==> config.mk <==
export PLATFORM = sky130hd
export DESIGN_NAME = two_wire_handshake_byte_link_top
export DESIGN_NICKNAME = d
export VERILOG_FILES = /design/src/hdl/twhbl_pkg.sv /design/src/hdl/two_wire_handshake_byte_link_top.sv /design/src/hdl/twhbl_fsm.sv
export SDC_FILE = /design/constraint.sdc
export NUM_CORES = 1
export LEC_CHECK = 0
export BUFFER_PORTS_ARGS = -buffer_cell sky130_fd_sc_hd__buf_2
export CAP_MARGIN = 5
export CORE_MARGIN = 3
export CORE_UTILIZATION = 36
export CTS_CLUSTER_SIZE = 25
export DETAILED_ROUTE_END_ITERATION = 8
export SLEW_MARGIN = 20
export SYNTH_ARGS = -nofsm -noshare
export SYNTH_HDL_FRONTEND = slang
export SYNTH_SLANG_ARGS = --single-unit
==> constraint.sdc <==
create_clock -name clock -period 4.4 [get_ports clock]
set_input_delay 0.44 -clock clock [delete_from_list [all_inputs] [get_ports clock]]
set_output_delay 0.44 -clock clock [all_outputs]
set_load 0.005 [all_outputs]
==> src/hdl/twhbl_pkg.sv <==
package twhbl_pkg;

   localparam int unsigned PhaseWidth = 4;
   localparam int unsigned ByteWidth  = 8;
   localparam int unsigned IndexWidth = 3;

   typedef logic [PhaseWidth-1:0] phase_type;
   typedef logic [ByteWidth-1:0]  byte_type;
   typedef logic [IndexWidth-1:0] index_type;
   typedef logic [1:0]            req_code_type;

   localparam phase_type PH_IDLE          = 4'd0;
   localparam phase_type PH_TX_CLK_ON     = 4'd1;
   localparam phase_type PH_TX_CLK_OFF    = 4'd2;
   localparam phase_type PH_TX_DATA_ON    = 4'd3;
   localparam phase_type PH_TX_FINAL      = 4'd4;
   localparam phase_type PH_RX_DATA_OFF   = 4'd5;
   localparam phase_type PH_RX_CLK_CHANGE = 4'd6;
   localparam phase_type PH_RX_DATA_ON    = 4'd7;

   localparam req_code_type REQ_SEND = 2'd1;
   localparam req_code_type REQ_RECV = 2'd2;

   localparam byte_type  MSB_MASK  = 8'h80;
   localparam index_type LAST_BIT  = 3'd7;
   localparam index_type FIRST_BIT = 3'd0;

   typedef struct packed {
      logic     drive_clock;
      logic     drive_data;
      logic     busy;
      logic     byte_done;
      byte_type rx_byte;
   } rsp_type;

endpackage

==> src/hdl/two_wire_handshake_byte_link_top.sv <==
// Channel   Direction  Handshake              Payload
// req_      in         req_valid/req_ready    type, tx_byte, clock/data line samples
// rsp_      out        rsp_valid/rsp_ready    drives, busy, done, rx_byte
//
// One request per cycle sustained while rsp_ready keeps taking responses; an accepted
// request loads the input register, and its response then loads the response register.
// The bus state machine advances once per request, between those two registers.
// Reset is synchronous: idle, clock driven asserted, data released.
// A held response stalls the pipeline; req_ready drops only when both stages are full.
module two_wire_handshake_byte_link_top (
   input  logic       clock,
   input  logic       reset,
   input  logic       req_valid,
   output logic       req_ready,
   input  logic [1:0] req_type,
   input  logic [7:0] req_tx_byte,
   input  logic       req_clock_line_asserted,
   input  logic       req_data_line_asserted,
   output logic       rsp_valid,
   input  logic       rsp_ready,
   output logic       rsp_drive_clock,
   output logic       rsp_drive_data,
   output logic       rsp_busy_res,
   output logic       rsp_byte_done,
   output logic [7:0] rsp_rx_byte
);

   logic                    in_valid_ff;
   twhbl_pkg::req_code_type in_type_ff;
   twhbl_pkg::byte_type     in_tx_byte_ff;
   logic                    in_clk_ff;
   logic                    in_dat_ff;
   logic                    out_valid_ff;
   twhbl_pkg::rsp_type      out_ff;
   twhbl_pkg::rsp_type      step_rsp;
   logic                    out_free;
   logic                    step;

   assign out_free  = !out_valid_ff || rsp_ready;
   assign step      = in_valid_ff && out_free;
   assign req_ready = !in_valid_ff || out_free;

   twhbl_fsm u_fsm (
      .clock               (clock),
      .reset               (reset),
      .step                (step),
      .req_type            (in_type_ff),
      .tx_byte             (in_tx_byte_ff),
      .clock_line_asserted (in_clk_ff),
      .data_line_asserted  (in_dat_ff),
      .rsp                 (step_rsp)
   );

   always_ff @(posedge clock) begin
      if (reset) begin
         in_valid_ff <= 1'b0;
      end else if (req_ready) begin
         in_valid_ff <= req_valid;
      end
   end

   always_ff @(posedge clock) begin
      if (req_ready && req_valid) begin
         in_type_ff    <= req_type;
         in_tx_byte_ff <= req_tx_byte;
         in_clk_ff     <= req_clock_line_asserted;
         in_dat_ff     <= req_data_line_asserted;
      end
   end

   always_ff @(posedge clock) begin
      if (reset) begin
         out_valid_ff <= 1'b0;
      end else if (out_free) begin
         out_valid_ff <= in_valid_ff;
      end
   end

   always_ff @(posedge clock) begin
      if (step) begin
         out_ff <= step_rsp;
      end
   end

   assign rsp_valid       = out_valid_ff;
   assign rsp_drive_clock = out_ff.drive_clock;
   assign rsp_drive_data  = out_ff.drive_data;
   assign rsp_busy_res    = out_ff.busy;
   assign rsp_byte_done   = out_ff.byte_done;
   assign rsp_rx_byte     = out_ff.rx_byte;

endmodule

==> src/hdl/twhbl_fsm.sv <==
module twhbl_fsm (
   input  logic                   clock,
   input  logic                   reset,
   input  logic                   step,
   input  twhbl_pkg::req_code_type req_type,
   input  twhbl_pkg::byte_type    tx_byte,
   input  logic                   clock_line_asserted,
   input  logic                   data_line_asserted,
   output twhbl_pkg::rsp_type     rsp
);

   twhbl_pkg::phase_type phase_ff, phase_in;
   twhbl_pkg::index_type bit_index_ff, bit_index_in;
   twhbl_pkg::byte_type  shift_byte_ff, shift_byte_in;
   logic                 sampled_bit_ff, sampled_bit_in;
   logic                 clock_drive_ff, clock_drive_in;
   logic                 data_drive_ff, data_drive_in;
   logic                 done;
   twhbl_pkg::byte_type  rx_out;
   twhbl_pkg::index_type next_index;

   assign next_index = bit_index_ff - 3'd1;

   always_comb begin
      phase_in       = phase_ff;
      bit_index_in   = bit_index_ff;
      shift_byte_in  = shift_byte_ff;
      sampled_bit_in = sampled_bit_ff;
      clock_drive_in = clock_drive_ff;
      data_drive_in  = data_drive_ff;
      done           = 1'b0;
      rx_out         = '0;
      unique case (phase_ff)
         twhbl_pkg::PH_IDLE: begin
            if (req_type == twhbl_pkg::REQ_SEND) begin
               shift_byte_in  = tx_byte;
               bit_index_in   = twhbl_pkg::LAST_BIT;
               data_drive_in  = tx_byte[twhbl_pkg::LAST_BIT];
               clock_drive_in = 1'b0;
               phase_in       = twhbl_pkg::PH_TX_CLK_ON;
            end else if (req_type == twhbl_pkg::REQ_RECV) begin
               shift_byte_in  = '0;
               bit_index_in   = twhbl_pkg::LAST_BIT;
               clock_drive_in = 1'b0;
               phase_in       = twhbl_pkg::PH_RX_DATA_OFF;
            end
         end
         twhbl_pkg::PH_TX_CLK_ON: begin
            if (clock_line_asserted) begin
               data_drive_in = ~shift_byte_ff[bit_index_ff];
               phase_in      = twhbl_pkg::PH_TX_CLK_OFF;
            end
         end
         twhbl_pkg::PH_TX_CLK_OFF: begin
            if (!clock_line_asserted) begin
               data_drive_in  = 1'b0;
               clock_drive_in = 1'b1;
               phase_in       = (bit_index_ff == twhbl_pkg::FIRST_BIT) ?
                                twhbl_pkg::PH_TX_FINAL : twhbl_pkg::PH_TX_DATA_ON;
            end
         end
         twhbl_pkg::PH_TX_DATA_ON: begin
            if (data_line_asserted) begin
               bit_index_in   = next_index;
               data_drive_in  = shift_byte_ff[next_index];
               clock_drive_in = 1'b0;
               phase_in       = twhbl_pkg::PH_TX_CLK_ON;
            end
         end
         twhbl_pkg::PH_TX_FINAL: begin
            if (data_line_asserted) begin
               done     = 1'b1;
               phase_in = twhbl_pkg::PH_IDLE;
            end
         end
         twhbl_pkg::PH_RX_DATA_OFF: begin
            if (!data_line_asserted) begin
               sampled_bit_in = clock_line_asserted;
               shift_byte_in  = (shift_byte_ff >> 1) |
                                (clock_line_asserted ? twhbl_pkg::MSB_MASK : '0);
               data_drive_in  = 1'b1;
               phase_in       = twhbl_pkg::PH_RX_CLK_CHANGE;
            end
         end
         twhbl_pkg::PH_RX_CLK_CHANGE: begin
            if (clock_line_asserted != sampled_bit_ff) begin
               clock_drive_in = 1'b1;
               data_drive_in  = 1'b0;
               phase_in       = twhbl_pkg::PH_RX_DATA_ON;
            end
         end
         twhbl_pkg::PH_RX_DATA_ON: begin
            if (data_line_asserted) begin
               if (bit_index_ff == twhbl_pkg::FIRST_BIT) begin
                  done     = 1'b1;
                  rx_out   = shift_byte_ff;
                  phase_in = twhbl_pkg::PH_IDLE;
               end else begin
                  bit_index_in   = next_index;
                  clock_drive_in = 1'b0;
                  phase_in       = twhbl_pkg::PH_RX_DATA_OFF;
               end
            end
         end
         default: begin
            phase_in = twhbl_pkg::PH_IDLE;
         end
      endcase
   end

   always_ff @(posedge clock) begin
      if (reset) begin
         phase_ff       <= twhbl_pkg::PH_IDLE;
         bit_index_ff   <= '0;
         shift_byte_ff  <= '0;
         sampled_bit_ff <= 1'b0;
         clock_drive_ff <= 1'b1;
         data_drive_ff  <= 1'b0;
      end else if (step) begin
         phase_ff       <= phase_in;
         bit_index_ff   <= bit_index_in;
         shift_byte_ff  <= shift_byte_in;
         sampled_bit_ff <= sampled_bit_in;
         clock_drive_ff <= clock_drive_in;
         data_drive_ff  <= data_drive_in;
      end
   end

   assign rsp.drive_clock = clock_drive_in;
   assign rsp.drive_data  = data_drive_in;
   assign rsp.busy        = (phase_in != twhbl_pkg::PH_IDLE);
   assign rsp.byte_done   = done;
   assign rsp.rx_byte     = rx_out;

endmodule

==> summary.md, run 1 <==
| Metric | Value |
|---|---|
| Synth Instances | `233` |
| Core region area | `6061 um^2` |
| Share of cells above drive strength 1 | `0.1786` |
| # IOs | `30` |
| Reg2reg path depth | `7` |
| Most frequent cells in the layout | `buf_2, nand2_1, nor2_1` |
| Slew headroom | `0.5409` |
| Final setup skew | `8.611 ps` |
| Routed vias/inst | `5.211` |
| Post-synth top area share | `0.3119` |
| Max Slew Vio Count | `0` |
| Ys async rst share | `0` |
| Final Non-Filler Cells | `327` |
| Syn nets | `251` |
| Synth cell types | `52` |
| RSZ-0062 raised after global routing | `false` |
| Synth Area in Adders | `0.01083` |
| Max Fanout on Critical Path | `8` |
| Required time worst endpoint | `4590 ps` |
| Synth Cell Area | `2311 um^2` |
| Peak VDD IR | `0.0001857 V` |
| Crit path largest cell delay | `550 ps` |
| Top Metal Used | `met4` |
| Initial DRT Pass Iterations | `4` |
| Die width | `86.12 um` |
| Cell Pwr Density | `333.4 nW/um^2` |
| Mux share of post-synthesis cell area | `0.08067` |
| Max Cap Violations | `0` |
| GRT Total Usage | `0.1330` |
| Global route total overflow | `0` |
| Setup Fix Bufs, Post-CTS | `0` |
| Wire per inst | `13.76 um` |
| Synth Area in Compound Gates | `0.1386` |
| Max clock buf depth | `2` |
| Post-CTS Hold Buffers | `0` |
| CTS clk-pin slew, worst paths | `90 ps` |
| Dpl hpwl | `3188 um` |
| RR Startpoint | `u_fsm.bit_index_ff[0]` |
| Min Tclk post-route | `2291 ps` |
| Most common cell after layout, fill and taps aside | `buf_2` |
| Primary FF master, synth | `edfxtp_1` |
| Worst Max-Slew Pin Slew | `687.2 ps` |
| Hold_sp | `req_tx_byte[0]` |
| Fin. Hold Viols | `0` |
| Clk root buf | `clkbuf_8` |
| Port Buffers | `29` |
| Remaining routing DRC violations | `0` |
| DRT met1 WL | `2242 um` |
| Hold slack final | `314.5 ps` |
| CP Capture Type | `register` |
| Clock sink total | `44` |
| Largest net degree at the start of global routing | `30` |
| Sequential area share after synthesis | `0.4851` |
| Tcrit/Tclk final | `0.5207` |
| Largest family of logic cells by synthesized area | `simple AND/OR/NAND/NOR gates` |
| Post-Synth XOR/XNOR Area | `0.01137` |
| Simple-gate share of the synthesized area | `0.2258` |
| First-pass GRT wire length | `7845 um` |
| Clk_lat worst skew | `300 ps` |
| WHS Endpoint | `in_tx_byte_ff[0]` |
| CP Cell Sequence | `inv_1 > ha_1 > nand2b_1 > nand2_1 > a2111oi_4 > a21oi_1 > a311o_1` |
| WL met3 | `167 um` |
| Critical path type | `register to register` |
| Hold WC Path Type | `input pin to register` |
| Final Setup Violations | `0` |
| Initial Utilization | `0.3813` |
| Fin nets | `269` |
| R2R setup slack | `2110 ps` |
| Fin Setup TNS | `0 ps` |
| CP max-delay cell | `a2111oi_4` |
| FF+latch count, synth | `44` |
| Warnings, synthesis | `0` |
| Post-synth EDFFs | `24` |
| CTS H-tree depth | `2` |
| Met2 routed WL | `2018 um` |
| Vias post-DR | `1704` |
| Antenna-violating nets left | `0` |
| Post-Place Cells | `319` |
| Worst Hold Depth | `1` |
| WL final | `4498 um` |
| Ant diodes | `0` |
| Area delta synth->final | `10.94%` |
| Initial antenna violation count | `0` |
| Die area | `7417 um^2` |
| Leak Pwr | `0.9674 nW` |
| PostCTS Resize Cnt | `0` |
| Average cell area after synthesis | `9.918 um^2` |
| Die span in y | `86.12 um` |
| Synth area leader | `edfxtp_1` |
| Area contributors post-synth | `edfxtp_1, dfxtp_1, mux2i_1` |
| DRT iter0 DRCs | `131` |
| Crit path DAT | `2480 ps` |
| Clock buffer count from CTS | `5` |
| CTS tree | `built` |
| Vias in the first global route | `1592` |
| Status | `finished, final reports clean` |
| Worst R2R End | `u_fsm.clock_drive_ff` |
| Final GP Congestion | `0.7796` |
| Startpoint types | `register` |
| Number of placement rows | `28` |
| FMAX | `436.4 MHz` |
==> worst max-delay path by stage <==
| stage | from | to | slack (ps) |
|---|---|---|---|
| floorplan | u_fsm.bit_index_ff[0] | u_fsm.clock_drive_ff | 2450 |
| global placement | rsp_ready | u_fsm.data_drive_ff | 2080 |
| detailed placement | u_fsm.phase_ff[1] | rsp_drive_data | 2120 |
| CTS | u_fsm.bit_index_ff[0] | u_fsm.clock_drive_ff | 2090 |
| global route | u_fsm.bit_index_ff[0] | u_fsm.clock_drive_ff | 1850 |
| finish | u_fsm.bit_index_ff[0] | u_fsm.clock_drive_ff | 2110 |
==> kinds of logic (layout without fill, tap and decap cells) <==
| kind of cell | count (synthesis) | after routing |
|---|---|---|
| AOI/OAI and AO/OA | 45 | 45 |
| xor gates and xnor gates | 3 | 3 |
| adders and majority gates | 2 | 2 |
| buffers and inverters | 23 | 42 |
| DFF | 44 | 44 |
| muxes | 16 | 16 |
| and+or+nand+nor | 100 | 100 |
==> sequential cells by signal (all words and copies together) (netlist names), 2 cells and up <==
signal               count
in_tx_byte_ff            8
rsp_rx_byte              8
u_fsm.shift_byte_ff      8
u_fsm.phase_ff           4
u_fsm.bit_index_ff       3
in_type_ff               2
==> per-stage QoR <==
step,worst slack [ps],util,power [mW],instance area [um^2]
2_1_floorplan,2451,-,0.5637,2311
3_3_place_gp,2083,0.4061,0.5902,2461
3_5_place_dp,2117,0.4069,0.5922,2466
4_1_cts,2088,0.4230,0.8619,2564
5_1_grt,1850,0.4230,0.8997,2564
6_report,2109,0.4230,0.8548,2564
==> cells in the mapped netlist, types with 2 or more instances <==
cell,instances
nand4_1,2
a31oi_1,2
and4b_1,2
xnor2_1,2
nor4_1,2
nand2b_1,4
nor2_1,26
and2_1,9
inv_1,5
a311oi_1,3
mux2i_1,13
a211oi_1,3
clkbuf_1,8
nand2_1,26
nand3_1,2
nor3b_1,3
nor2b_1,8
mux4_2,2
ha_1,2
dfxtp_1,20
edfxtp_1,24
a21oi_1,10
nand3b_1,3
a2111oi_0,2
buf_4,2
buf_2,7
o21ai_0,12
nor3_1,5
==> where the power goes <==
part           internal [mW]  total (mW)  switching, mW
clock network          0.127       0.272          0.145
registers              0.454       0.476         0.0220
logic                 0.0482       0.107         0.0586
total                  0.629       0.855          0.226
==> critical path: cells and delay by family (launching register included) <==
| family | cells | cell delay [ps] |
|---|---|---|
| adder cells (fa/ha/maj) | 1 | 240 |
| flip-flops | 1 | 520 |
| buffers and inverters | 1 | 130 |
| AO/OA/AOI/OAI | 3 | 1010 |
| AND/OR/NAND/NOR | 2 | 270 |
==> area by class of cell <==
| cell class | instances | area, um^2 |
|---|---|---|
| clock buffers | 6 | 82.58 |
| clock inverters | 2 | 15.01 |
| fillers | 603 | 3497 |
| inverters | 5 | 18.77 |
| multi-input cells | 166 | 1087 |
| flip-flops and latches | 44 | 1121 |
| well taps | 75 | 93.84 |
| repair buffers | 29 | 145.1 |
==> per-layer routing <==
metal	vias up	track usage
met5	-	0
met4	0	0.05899
met3	6	0.02113
met2	37	0.1983
met1	785	0.1892
li1	876	-
No activity file was read; power rests on OpenSTA's default activity.
==> run 2: changes to the inputs <==
clock period = 2.1 ns   (was 4.4 ns; I/O delays follow)
==> summary.md, run 2 (synthesis results as in run 1) <==
| Metric | Value |
|---|---|
| Core Util, Final | `0.4554 (+0.03241)` |
| Dpl hpwl | `3454 um (+8.3%)` |
| Clk root buf | `clkbuf_8` |
| Final setup skew | `11.83 ps (+3.216 ps)` |
| Clk_lat worst skew | `300 ps (about the same)` |
| Cell Pwr Density | `725.9 nW/um^2 (+120%)` |
| Max Fanout on Critical Path | `9 (+1)` |
| Startpoint types | `register` |
| Peak VDD IR | `0.0004170 V (+120%)` |
| GRT Total Usage | `0.1335 (+0.0005097)` |
| Sequential cell area | `1126 um^2 (+0.45%)` |
| RSZ-0062 raised after global routing | `false` |
| Required time worst endpoint | `2300 ps (-2290 ps)` |
| Fin. Hold Viols | `0 (unchanged)` |
| Max Slew Vio Count | `0 (unchanged)` |
| Antenna-violating nets left | `0 (unchanged)` |
| Ant diodes | `0 (unchanged)` |
| FMAX | `515.5 MHz (+18%)` |
| WL final | `4639 um (+3.1%)` |
| Vias in the first global route | `1591 (-0.063%)` |
| Routed vias/inst | `5.147 (-1.2%)` |
| Global route total overflow | `0 (unchanged)` |
| Initial DRT Pass Iterations | `4 (unchanged)` |
| Min Tclk post-route | `1940 ps (-351.5 ps)` |
| Reg2reg path depth | `6 (-1)` |
| Clock sink total | `44 (unchanged)` |
| Initial Utilization | `0.3813 (unchanged)` |
| Fin Setup TNS | `0 ps (unchanged)` |
| Wire per inst | `13.37 um (-2.8%)` |
| Area delta synth->final | `19.44%` |
| Final GP Congestion | `0.8332 (+6.9%)` |
| Initial antenna violation count | `0 (unchanged)` |
| Multi-input gate area in the final layout | `1090 um^2 (+0.23%)` |
| Remaining routing DRC violations | `0 (unchanged)` |
| Cell area after placement | `2619 um^2 (+6.2%)` |
| Critical path type | `register to register` |
| Final Setup Violations | `0 (unchanged)` |
| Status | `finished, final reports clean` |
| Hold slack final | `89.08 ps (-225.5 ps)` |
| Worst Max-Slew Pin Slew | `601.7 ps (-85.53 ps)` |
| Fill cells | `608 (+0.83%)` |
| Hold WC Path Type | `input pin to register` |
| Vias post-DR | `1786 (+4.8%)` |
| CTS tree | `built` |
| Worst Hold Depth | `1 (unchanged)` |
| Slew headroom | `0.5979 (+0.05698)` |
| Final Cell Area | `2760 um^2 (+7.7%)` |
| Core region area | `6061 um^2 (unchanged)` |
| Die area | `7417 um^2 (unchanged)` |
| Share of cells above drive strength 1 | `0.2574 (+0.07878)` |
| # IOs | `30 (unchanged)` |
| Number of placement rows | `28 (unchanged)` |
| Tcrit/Tclk final | `0.9237 (+0.4030)` |
| Max clock buf depth | `2 (unchanged)` |
| Die width | `86.12 um (unchanged)` |
| Setup WS post-layout | `160.2 ps (-1949 ps)` |
| Largest net degree at the start of global routing | `21 (-30%)` |
| First-pass GRT wire length | `7907 um (+0.79%)` |
| Die span in y | `86.12 um (unchanged)` |
| DRT iter0 DRCs | `105 (-20%)` |
| Crit path DAT | `2140 ps (-340 ps)` |
| Leak Pwr | `1.100 nW (+14%)` |
| Most common cell after layout, fill and taps aside | `buf_2` |
| Most frequent cells in the layout | `buf_2, nand2_1, nor2_1` |
| Fin nets | `290 (+7.8%)` |
| Max Cap Violations | `0 (unchanged)` |
| Clock buffer count from CTS | `5 (unchanged)` |
| CTS H-tree depth | `2 (unchanged)` |
| CTS clk-pin slew, worst paths | `80 ps (about the same)` |
| CP Capture Type | `register` |
| Port Buffers | `29 (unchanged)` |
| Place WS | `27.45 ps (-2090 ps)` |
-- run 2: what timing repair did --
item	CTS	global route
buffers inserted	0	0
hold buffers	0	0
pin swaps	0	1
gates resized for setup	1	6
endpoints found under the setup margin	1	6
-- run 2: metrics by stage --
step | total power, mW | instances
detailed placement | 1.269 | 340
global route | 2.094 | 347
finish | 2.004 | 347
floorplan | 1.181 | 233
global placement | 1.269 | 340
CTS | 2.018 | 347
-- run 2: power by group --
part | internal [mW] | leakage [nW] | switching [mW]
combinational | 0.128 | 0.637 | 0.143
sequential | 0.951 | 0.399 | 0.0306
clock | 0.468 | 0.0642 | 0.283
-- run 2: layout make-up --
cell class,count,area share
tap,75,0.03400
timing repair buffer,50,0.1097
clock inverter,2,0.02176
clock buffer,5,0.02493
sequential,44,0.4080
inverter,5,0.006800
multi-input combinational,166,0.3948
-- run 2: path summary, 6_finish.rpt --
path	slack (ps)	from	end
max	160	u_fsm.phase_ff[3]	u_fsm.bit_index_ff[2]
min	90	req_tx_byte[5]	in_tx_byte_ff[5]
max reg2reg	160	u_fsm.phase_ff[3]	u_fsm.bit_index_ff[2]
min reg2reg	500	u_fsm.bit_index_ff[0]	u_fsm.bit_index_ff[0]
-- run 2: layer usage --
metal	vias to the layer above	part of all wire	GRT usage	routed length, um
li1	917	-	-	-
met1	810	0.47	0.1836	2201
met2	53	0.44	0.2053	2030
met3	6	0.069	0.02594	320
met4	0	0.019	0.05468	86
met5	-	0	0	0
-- run 2: worst max-delay path, stage by stage (launching register included) --
cell	delay (ps)
dfxtp_1	430
buf_4	220
and4b_1	250
a2111oi_4	450
buf_4	200
a21oi_1	60
a311oi_1	250
